<file path="src/hdl/assert_macros.svh">
// Assertion macros used by the lossy counting table back end.
`ifndef ASSERT_MACROS_SVH
`define ASSERT_MACROS_SVH

// Checks a property on every rising clock edge outside reset.
`define LCFK_CHECK(lbl, prop, msg) \
    lbl: assert property (@(posedge clk) disable iff (!rst_n) prop) else $error(msg);

// Checks that a condition is followed by another in the next cycle.
`define LCFK_CHECK_NEXT(lbl, cond, nxt, msg) \
    lbl: assert property (@(posedge clk) disable iff (!rst_n) (cond) |=> (nxt)) else $error(msg);

`endif

</file>
<file path="src/hdl/lcfk_pkg.sv">
// Shared constants and types of the lossy counting frequent-key table.
package lcfk_pkg;

    localparam int TABLE_DEPTH = 1024;
    localparam int KEY_BITS = 64;
    localparam int IDX_BITS = $clog2(TABLE_DEPTH);
    localparam int ADDR_CNT_BITS = IDX_BITS + 1;
    localparam int BW_BITS = 20;

    localparam logic [1:0] ACT_ADD = 2'd0;
    localparam logic [1:0] ACT_READ = 2'd1;
    localparam logic [1:0] ACT_CLEAR = 2'd2;
    localparam logic [1:0] ACT_NOP = 2'd3;

    typedef struct packed {
        logic                live;
        logic [KEY_BITS-1:0] key;
        logic [31:0]         count;
        logic [31:0]         err;
    } slot_t;

    localparam int SLOT_BITS = $bits(slot_t);

    typedef struct packed {
        logic [9:0]  entry_index;
        logic [63:0] element_key;
        logic [1:0]  action;
    } cmd_t;

    typedef struct packed {
        logic valid;
        cmd_t cmd;
    } queue_out_t;

    typedef struct packed {
        logic        table_full;
        logic [31:0] current_bucket;
        logic [31:0] elements_seen;
        logic        above_cutoff;
        logic [31:0] entry_error;
        logic [31:0] entry_count;
        logic [63:0] entry_key;
        logic        entry_valid;
    } result_t;

endpackage

</file>
<file path="src/hdl/lcfk_front.sv">
// Front end: accepts items and holds them in a two-entry queue for the engine.
module lcfk_front (
    input  logic                clk,
    input  logic                rst_n,
    input  logic                s_valid,
    output logic                s_ready,
    input  lcfk_pkg::cmd_t      s_cmd,
    output lcfk_pkg::queue_out_t q_out,
    input  logic                pop
);

    lcfk_pkg::cmd_t q_mem_reg [2];
    logic       wr_ptr_reg, wr_ptr_next;
    logic       rd_ptr_reg, rd_ptr_next;
    logic [1:0] cnt_reg, cnt_next;
    logic       push;
    logic       do_pop;

    assign s_ready = (cnt_reg != 2'd2);
    assign push = s_valid && s_ready;
    assign do_pop = pop && (cnt_reg != 2'd0);

    always_comb
    begin
        wr_ptr_next = push ? ~wr_ptr_reg : wr_ptr_reg;
        rd_ptr_next = do_pop ? ~rd_ptr_reg : rd_ptr_reg;
        cnt_next = cnt_reg + 2'(push) - 2'(do_pop);
    end

    always_ff @(posedge clk or negedge rst_n)
    begin
        if (!rst_n)
        begin
            wr_ptr_reg <= 1'b0;
            rd_ptr_reg <= 1'b0;
            cnt_reg <= 2'd0;
        end
        else
        begin
            wr_ptr_reg <= wr_ptr_next;
            rd_ptr_reg <= rd_ptr_next;
            cnt_reg <= cnt_next;
        end
    end

    always_ff @(posedge clk)
    begin
        if (push)
        begin
            q_mem_reg[wr_ptr_reg] <= s_cmd;
        end
    end

    assign q_out.valid = (cnt_reg != 2'd0);
    assign q_out.cmd = q_mem_reg[rd_ptr_reg];

endmodule

</file>
<file path="config.mk">
export PLATFORM = sky130hd
export DESIGN_NAME = lcfk_front
export DESIGN_NICKNAME = d
export VERILOG_FILES = /design/src/hdl/assert_macros.svh /design/src/hdl/lcfk_pkg.sv /design/src/hdl/lcfk_front.sv
export SDC_FILE = /design/constraint.sdc
export NUM_CORES = 1
export LEC_CHECK = 0
export ABC_AREA = 0
export BUFFER_PORTS_ARGS = -buffer_cell sky130_fd_sc_hd__buf_2
export CORE_UTILIZATION = 56
export DETAILED_ROUTE_END_ITERATION = 10
export MAX_ROUTING_LAYER = met4
export PLACE_DENSITY = 0.86
export RECOVER_POWER = 25
export SLEW_MARGIN = 10
export SYNTH_ARGS = -nofsm -noshare
export SYNTH_HDL_FRONTEND = slang
export SYNTH_SLANG_ARGS = --single-unit
</file>
<file path="constraint.sdc">
create_clock -name clk -period 9.1 [get_ports clk]
set_clock_uncertainty 0.1 [all_clocks]
set_input_delay 0.455 -clock clk [delete_from_list [all_inputs] [get_ports clk]]
set_output_delay 0.455 -clock clk [all_outputs]
set_load 0.01 [all_outputs]
</file>
==> results of run 1 <==
[final cells by class]
type,instances,area share (%)
inverters,1,0.05148
diodes,1,0.03432
repair buffers,161,11.05
flip-flops and latches,156,64.02
clock buffers,20,5.834
clock inverters,11,2.008
multi-input cells,88,14.72
well taps,133,2.282
[Yosys cell counts (all sizes together), types with 2 or more instances]
library cell,instances
mux2,76
dfrtp,4
buf,9
ha,2
edfxtp,152
xnor2,3
[cell families after synthesis]
| logic type | after synthesis | synth area share (%) |
|---|---|---|
| xor+xnor | 4 | 0.6024 |
| fa+ha+maj | 2 | 0.4301 |
| buf+inv | 10 | 1.570 |
| flops | 156 | 80.19 |
| mux | 76 | 16.65 |
| simple gates | 6 | 0.5594 |
[per-layer routing]
layer | part of all wire [%] | track usage [%]
met5 | 0 | -
met2 | 52 | 30.43
met1 | 42 | 22.00
met3 | 5.4 | 5.639
met4 | 1.3 | 7.653
[critical path: cells and delay by family (launching register included)]
kind                   cells  cell delay (ns)
buffers and inverters      2             0.77
flip-flops                 1             0.77
multiplexers               1             0.42
[path summary, 6_finish.rpt]
check | slack (ns) | from | endpoint | depth (start not counted)
setup / recovery | 6.02 | rd_ptr_reg | q_out[20] | 3
setup reg to reg | 6.54 | cnt_reg[1] | q_mem_reg[0][61] | 4
max in group asynchronous | 8.59 | rst_n | rd_ptr_reg | 2
hold reg to reg | 0.44 | cnt_reg[0] | cnt_reg[0] | 1
hold / removal | 0.03 | s_cmd[69] | q_mem_reg[0][69] | 1
min in group asynchronous | 0.17 | rst_n | rd_ptr_reg | 2
[report_power, final]
part / leakage [nW] / switching, mW / internal, mW
clock network: 0.275 / 0.254 / 0.415
registers: 1.46 / 0.0745 / 0.987
logic: 1.08 / 0.333 / 0.332
total: 2.81 / 0.662 / 1.73
[per-stage QoR]
| step | util (%) | instance area [sq um] |
|---|---|---|
| 2_1_floorplan | - | 5817 |
| 3_3_place_gp | 67.74 | 6713 |
| 3_5_place_dp | 67.74 | 6713 |
| 4_1_cts | 73.61 | 7295 |
| 5_1_grt | 73.59 | 7292 |
| 6_report | 73.59 | 7292 |
[repair_timing]
| item | CTS | global route |
|---|---|---|
| endpoints found under the hold margin | 4 | 2 |
| hold buffers | 1 | 1 |
| buffers inserted | 0 | 0 |
==> metrics.log, run 1 <==
INFO  metric outcome = finished, final reports clean
INFO  metric num-nets-final = 507
INFO  metric multi_input_area = 1074 sq um
INFO  metric setup.worst_path.class = flip-flop to output pin
INFO  metric flip_flop_count_of_the_largest_register_all_copies_and_words_added = 152
INFO  metric rsz0062_at_grt = false
INFO  metric initial_utilization = 58.70%
INFO  metric dr.first_iter.drc_count = 140
INFO  metric worst_slew_pin_tran = 1.037 ns
INFO  metric layout_min_cycle_time = 3.076 ns
INFO  metric final_estimated_routing_congestion_in_global_placement = 0.7268
INFO  metric worst-endpoint-arrival = 2.52 ns
INFO  metric clockRootBuffer = clkbuf_8
INFO  metric synth_seq_area_share = 80.19%
INFO  metric drt-vias-per-instance = 5.082
INFO  metric regArea = 4668 sq um
INFO  metric critical_path.startpoint_type = flip-flop
INFO  metric cts-buffers-inserted = 17
INFO  metric crit_fanout = 39
INFO  metric antenna_violating_nets_post_route = 0
INFO  metric register_bit_total_from_synthesis = 156
INFO  metric report.power.total = 2.397 mW
INFO  metric synth_enable_flop_cells = 152
INFO  metric clk-insertion-delay-late = 0.51 ns
INFO  metric ios = 158
INFO  metric cells_along_the_critical_path = buf_4 > mux2_2 > buf_2
INFO  metric grt_first_pass_wirelength = 14.54 mm
INFO  metric p_leak = 2.808 nW
INFO  metric synthesis.instances = 254
INFO  metric max-slew-margin-rel = 30.85%
INFO  metric global_route.overflow_total = 0
INFO  metric worst_slack_on_hold_paths = 0.02937 ns
INFO  metric synthesis.area = 5817 sq um
INFO  metric routed_wl = 9.519 mm
INFO  metric cts.clk_slew.worst_paths = 0.06 ns
INFO  metric cts_tree = done
INFO  metric final_hold_viol_count = 0
INFO  metric grt_antenna_before_repair = 1
INFO  metric critical_path_required = 8.55 ns
INFO  metric endpoint_kind = output pin
INFO  metric async_flop_share = 2.564%
INFO  metric htree_levels = 4
INFO  metric dp_hpwl = 6.137 mm
INFO  metric fp.dieArea = 10800 sq um
INFO  metric numPortBuffers = 157
INFO  metric ctsResizeCount = 0
INFO  metric final_max_slew_viol_count = 0
INFO  metric drcViolationCount = 0
INFO  metric yosysTopAreaCellShare = 78.47%
INFO  metric timing.final.setup_violations = 0
INFO  metric power_per_cell_area = 328.7 nW/um^2
INFO  metric cts.sinks = 156
INFO  metric grt_pass1_vias = 3000
INFO  metric std_cell_rows = 36
INFO  metric fill_cells = 630
INFO  metric grt_max_degree = 77
INFO  metric syn-num-nets = 336
INFO  metric die-height = 103.9 microns
INFO  metric drt_pre_antenna_iters = 4
INFO  metric synth_area_leaders = edfxtp_1 (78%), mux2_2 (8.9%), mux2_4 (7.7%), dfrtp_1 (1.7%), buf_8 (0.77%)
INFO  metric layout.cells.most_common_list = edfxtp_1 (152), buf_2 (145), mux2_2 (46)
INFO  metric mostFrequentLayoutCell = edfxtp_1
INFO  metric cts-root-to-sink-buffers = 2
INFO  metric irDropWorstVdd = 0.0003074 V
INFO  metric ys_warn_count = 0
INFO  metric post-synth-top-area-cell = edfxtp_1
INFO  metric setup-tns-final = 0 ns
INFO  metric die_w = 103.9 microns
INFO  metric synth_flop_cell = edfxtp_1
INFO  metric share_of_the_cycle_needed_by_the_critical_path_after_routing = 33.81%
INFO  metric number_of_max_cap_violations = 0
INFO  metric post_route_cells_drive_above_1_share = 58.35%
INFO  metric syn-mean-instance-area = 22.90 sq um
INFO  metric placedCellCount = 537
INFO  metric vias = 2902
INFO  metric drt-wirelength-per-cell = 16.67 microns
INFO  metric layout_overhead_on_the_synthesized_area = 25.36%
INFO  metric worst_path_largest_cell_delay = 0.77 ns
INFO  metric worst_path_max_delay_cell = dfrtp_4
INFO  metric maxClockFrequency = 0.3251 GHz
INFO  metric post-route-worst-setup-slack = 6.024 ns
INFO  metric core_region_area = 9910 sq um
INFO  metric post-place-ws = 6.497 ns
INFO  metric yosys.cell_types.count = 17
INFO  metric global_route.usage.total = 18.75%
INFO  metric hp-class = input port to flip-flop
INFO  metric post_route_non_filler_standard_cell_count = 571
(Power assumes the default switching activity.)
==> run 2, diff against run 1 <==
CORE_UTILIZATION = 52   (was 56)
PLACE_DENSITY = 0.81   (was 0.86)
clock period = 3.15 ns   (was 9.1 ns; I/O delays follow)
==> run 2 against run 1 <==
  * Final cell count increased by 15%
  * Design area increased by 11%
  * Critical path depth unchanged
  * Non-clock buffer count increased by 81
  * Total power increased to 3.0 times the previous value
  * Wire length increased by 22%
  * Via count increased by 13%
  * Critical path type unchanged
==> metrics.log, run 2 (same netlist as run 1, synthesis figures left out) <==
INFO  metric outcome = finished, final reports clean
INFO  metric layout.cells.most_common_list = edfxtp_1 (152), buf_2 (122), dlygate4sd3_1 (80)
INFO  metric cts_tree = done
INFO  metric antennaDiodeCount = 0
INFO  metric number_of_max_cap_violations = 0
INFO  metric post-route-worst-setup-slack = 0.5338 ns
INFO  metric final_estimated_routing_congestion_in_global_placement = 0.7070
INFO  metric grt_antenna_before_repair = 0
INFO  metric num-nets-final = 588
INFO  metric drt_pre_antenna_iters = 4
INFO  metric post-route-cell-area = 8112 sq um
INFO  metric routed_wl = 11.61 mm
INFO  metric max-slew-margin-rel = 47.26%
INFO  metric worst_path_largest_cell_delay = 0.95 ns
INFO  metric drt-vias-per-instance = 4.977
INFO  metric worst-endpoint-arrival = 2.36 ns
INFO  metric dr.first_iter.drc_count = 128
INFO  metric mostFrequentLayoutCell = edfxtp_1
INFO  metric irDropWorstVdd = 0.0005331 V
INFO  metric holdBufCountCts = 80
INFO  metric cells_along_the_critical_path = buf_4 > mux2_2 > buf_2
INFO  metric setup.worst_path.class = flip-flop to output pin
INFO  metric cts-buffers-inserted = 17
INFO  metric fin_util = 74.50%
INFO  metric core_region_area = 10890 sq um
INFO  metric post_route_non_filler_standard_cell_count = 659
INFO  metric drt-wirelength-per-cell = 17.62 microns
INFO  metric final_hold_viol_count = 0
INFO  metric critical_path_required = 2.89 ns
INFO  metric rsz0062_at_grt = false
INFO  metric share_of_the_cycle_needed_by_the_critical_path_after_routing = 83.05%
INFO  metric flip_flop_count_of_the_largest_register_all_copies_and_words_added = 152
INFO  metric drcViolationCount = 0
INFO  metric worst_slack_on_hold_paths = 0.2673 ns
INFO  metric die_w = 107.8 microns
INFO  metric grt_max_degree = 54
INFO  metric clockRootBuffer = clkbuf_8
INFO  metric global_route.overflow_total = 0
INFO  metric worst-path-buf-inv = 2
INFO  metric global_route.usage.total = 21.68%
INFO  metric cpLargestDelayFamily = flip-flops
INFO  metric fill_cells = 644
INFO  metric die-height = 107.8 microns
INFO  metric crit_fanout = 53
INFO  metric ios = 158
INFO  metric numPortBuffers = 157
INFO  metric worst_path_max_delay_cell = dfrtp_4
INFO  metric std_cell_rows = 38
INFO  metric vias = 3280
INFO  metric ctsResizeCount = 0
INFO  metric timing.final.setup_violations = 0
INFO  metric worst_slew_pin_tran = 0.7892 ns
INFO  metric dp_hpwl = 6.418 mm
INFO  metric layout_overhead_on_the_synthesized_area = 39.45%
INFO  metric critical_path.startpoint_type = flip-flop
INFO  metric antenna_violating_nets_post_route = 0
INFO  metric report.power.total = 7.114 mW
INFO  metric p_leak = 3.092 nW
INFO  metric initial_utilization = 53.42%
INFO  metric cts.clk_slew.worst_paths = 0.06 ns
INFO  metric placedCellCount = 547
INFO  metric placed_area = 6782 sq um
INFO  metric post-cts-setup-buffers = 0
INFO  metric layout_min_cycle_time = 2.616 ns
INFO  metric maxClockFrequency = 0.3822 GHz
INFO  metric grt_pass1_vias = 3411
INFO  metric power_per_cell_area = 877.1 nW/um^2
INFO  metric htree_levels = 4
INFO  metric cts.sinks = 156
INFO  metric fp.dieArea = 11610 sq um
INFO  metric clk-insertion-delay-late = 0.52 ns
INFO  metric setup-tns-final = 0 ns
INFO  metric post_route_cells_drive_above_1_share = 45.09%
INFO  metric endpoint_kind = output pin
INFO  metric final_max_slew_viol_count = 0
INFO  metric post-place-ws = 1.065 ns
INFO  metric hp-class = input port to flip-flop
INFO  metric grt_first_pass_wirelength = 17.22 mm
INFO  metric cts-root-to-sink-buffers = 2
## run 2: cell types whose count changed in the layout (fill, tap and decap cells not counted), sizes merged
cell,previous run,this run
dlygate4sd3,2,80
diode,1,0
inv,1,2
clkinvlp,2,3
buf,147,127
clkbuf,32,55
clkinv,6,5
## run 2: final timing paths
path	startpoint	endpoint	slack, ns	cells after the start
min	s_cmd[71]	q_mem_reg[1][71]	0.27	2
max reg2reg	cnt_reg[1]	q_mem_reg[0][44]	1.07	4
max in group asynchronous	rst_n	rd_ptr_reg	2.28	3
min reg2reg	cnt_reg[0]	cnt_reg[0]	0.44	1
min in group asynchronous	rst_n	cnt_reg[0]	0.47	3
max	rd_ptr_reg	q_out[20]	0.53	3
## run 2: final cells by class
cell class	count	area (sq um)	share of cell area, %
Tap cell	140	175.2	2.159
Clock inverter	12	146.4	1.805
Sequential cell	156	4668	57.55
Inverter	1	3.754	0.04627
Clock buffer	20	425.4	5.244
Timing Repair Buffer	242	1619	19.96
Multi-Input combinational cell	88	1074	13.23
## run 2: report_power, final
group | switching [mW] | internal (mW) | total [mW]
clock | 0.759 | 1.20 | 1.96
sequential | 0.271 | 2.84 | 3.11
combinational | 0.970 | 1.07 | 2.04
## run 2: layer usage
| metal | track usage, % | wire length [microns] | share of wire (%) |
|---|---|---|---|
| met1 | 23.71 | 4507 | 39 |
| met2 | 37.04 | 6189 | 53 |
| met3 | 6.235 | 691 | 6.0 |
| met4 | 9.100 | 223 | 1.9 |
| met5 | - | 0 | 0 |
## run 2: worst reg2reg max path, cell delays in order (launching register included)
cell      delay [ns]
dfrtp_1         0.41
nand2b_1        0.14
nand2_1         0.17
nor2_4          0.65
buf_12          0.30
==> run 3, diff against run 2 <==
CORE_UTILIZATION = 47   (was 52)
PLACE_DENSITY = 0.78   (was 0.81)
clock period = 2.35 ns   (was 3.15 ns; I/O delays follow)
==> run 3 against run 2 <==
  * Clock-buffer cell count fell by 2
  * Highest routed layer unchanged
  * Critical path depth did not move
  * Critical endpoint is now q_out[5]
  * Final cell count up 4.1%
==> metrics.log, run 3 (same netlist as run 1, synthesis figures left out) <==
INFO  metric cts.sinks = 156
INFO  metric report.power.total = 9.930 mW
INFO  metric critical_path.startpoint_type = flip-flop
INFO  metric post_route_non_filler_standard_cell_count = 686
INFO  metric dr.first_iter.drc_count = 187
INFO  metric grt_pass1_vias = 3539
INFO  metric placedCellCount = 575
INFO  metric clk-insertion-delay-late = 0.42 ns
INFO  metric fill_cells = 782
INFO  metric cpLargestDelayFamily = buffers and inverters
INFO  metric max-slew-margin-rel = 65.13%
INFO  metric cells_along_the_critical_path = buf_12 > mux2_2 > buf_2
INFO  metric post_route_cells_drive_above_1_share = 47.10%
INFO  metric die-height = 113.3 microns
INFO  metric cts-buffers-inserted = 17
INFO  metric drt-wirelength-per-cell = 16.73 microns
INFO  metric die_w = 113.3 microns
INFO  metric final_estimated_routing_congestion_in_global_placement = 0.6808
INFO  metric worst_path_max_delay_cell = dfrtp_4
INFO  metric grt_max_degree = 78
INFO  metric netSwitchingFraction = 27.19%
INFO  metric outcome = finished, final reports clean
INFO  metric std_cell_rows = 40
INFO  metric critical_path_required = 2.13 ns
INFO  metric antenna_violating_nets_post_route = 0
INFO  metric cell_internal_pwr = 7.230 mW
INFO  metric cts.clk_slew.worst_paths = 0.06 ns
INFO  metric layout_overhead_on_the_synthesized_area = 41.60%
INFO  metric post-place-ws = 0.4864 ns
INFO  metric routed_wl = 11.47 mm
INFO  metric grt_antenna_before_repair = 0
INFO  metric irDropWorstVdd = 0.0008063 V
INFO  metric htree_levels = 4
INFO  metric drt_pre_antenna_iters = 4
INFO  metric power_per_cell_area = 1206 nW/um^2
INFO  metric ios = 158
INFO  metric worst-endpoint-arrival = 1.83 ns
INFO  metric p_leak = 3.151 nW
INFO  metric global_route.usage.total = 19.41%
INFO  metric antennaDiodeCount = 0
INFO  metric layout_min_cycle_time = 2.050 ns
INFO  metric worst_slew_pin_tran = 0.5230 ns
INFO  metric p_clk_share = 30.4%
INFO  metric number_of_max_cap_violations = 0
INFO  metric worst-path-buf-inv = 2
INFO  metric worst_slack_on_hold_paths = 0.3244 ns
INFO  metric fp.dieArea = 12830 sq um
INFO  metric mostFrequentLayoutCell = edfxtp_1
INFO  metric final_hold_viol_count = 0
INFO  metric initial_utilization = 48.23%
INFO  metric final_max_slew_viol_count = 0
INFO  metric setup-tns-final = 0 ns
INFO  metric num-nets-final = 588
INFO  metric endpoint_kind = output pin
INFO  metric layout.cells.most_common_list = edfxtp_1 (152), buf_2 (130), dlygate4sd3_1 (80)
INFO  metric setup.worst_path.class = flip-flop to output pin
INFO  metric comb_power_share = 29.5%
INFO  metric hp-class = input port to flip-flop
INFO  metric numPortBuffers = 157
INFO  metric p_sw = 2.701 mW
INFO  metric cts_tree = done
INFO  metric rsz0062_at_grt = false
INFO  metric post-route-worst-setup-slack = 0.2997 ns
INFO  metric drcViolationCount = 0
INFO  metric clockRootBuffer = clkbuf_16
INFO  metric grt_first_pass_wirelength = 17.73 mm
INFO  metric core_region_area = 12060 sq um
INFO  metric worst_path_largest_cell_delay = 0.41 ns
INFO  metric timing.final.setup_violations = 0
INFO  metric seq_power_share = 40.1%
INFO  metric global_route.overflow_total = 0
INFO  metric maxClockFrequency = 0.4877 GHz
INFO  metric share_of_the_cycle_needed_by_the_critical_path_after_routing = 87.25%
INFO  metric vias = 3234
INFO  metric cts-root-to-sink-buffers = 2
INFO  metric flip_flop_count_of_the_largest_register_all_copies_and_words_added = 152
INFO  metric crit_fanout = 77
INFO  metric dp_hpwl = 6.241 mm
INFO  metric drt-vias-per-instance = 4.714
[run 3: timing repair]
item,4_1_cts,5_1_grt
hold endpoints to repair,158,0
resized for setup,0,0
hold buffers,80,0
setup buffers,0,0
[run 3: area by class of cell]
class	count	area, sq um	area share [%]
clock buffer	18	429.2	5.210
clock inverter	13	222.7	2.704
inverter	1	3.754	0.04557
multi-input combinational	88	1074	13.03
sequential	156	4668	56.68
tap	168	210.2	2.552
timing repair buffer	242	1629	19.78
[run 3: metrics by stage]
step / cell area (sq um) / util, %
floorplan: 5826 / -
global placement: 6817 / 56.51
detailed placement: 6817 / 56.51
CTS: 8269 / 68.56
global route: 8237 / 68.29
finish: 8237 / 68.29
[run 3: final timing paths]
check                           startpoint               end  slack [ns]  depth (start not counted)
worst min-delay path             s_cmd[35]  q_mem_reg[0][35]        0.32                          2
max in group asynchronous            rst_n        rd_ptr_reg        1.44                          3
worst min register to register  wr_ptr_reg        wr_ptr_reg        0.46                          1
min in group asynchronous            rst_n        wr_ptr_reg        0.51                          3
worst max register to register  cnt_reg[1]        cnt_reg[1]        0.44                          7
worst max-delay path            rd_ptr_reg          q_out[5]        0.30                          3
[run 3: worst register-to-register path, stage by stage (launching register included)]
cell and delay, ns:
dfrtp_1 0.41, or2_2 0.32, and2_1 0.18, ha_1 0.27
inv_1 0.05, ha_1 0.20, xnor2_1 0.16, xnor2_1 0.14
[run 3: power groups by stage]
stage / Sequential [mW] / Clock (mW) / Combinational (mW)
3_3_place_gp: 3.98 / 0 / 2.79
5_1_grt: 4.03 / 3.16 / 3.14
4_1_cts: 3.98 / 3.05 / 2.94
6_report: 3.98 / 3.02 / 2.93
2_1_floorplan: 3.98 / 0 / 1.95
3_5_place_dp: 4.03 / 0 / 2.83
[run 3: routing by layer]
layer	wire, microns	global-route usage (%)	vias to the layer above	part of all wire (%)
met3	621	5.463	17	5.4
li1	-	-	1512	-
met2	6204	34.15	130	54
met4	205	8.596	0	1.8
met5	0	-	-	0
met1	4441	20.25	1575	39
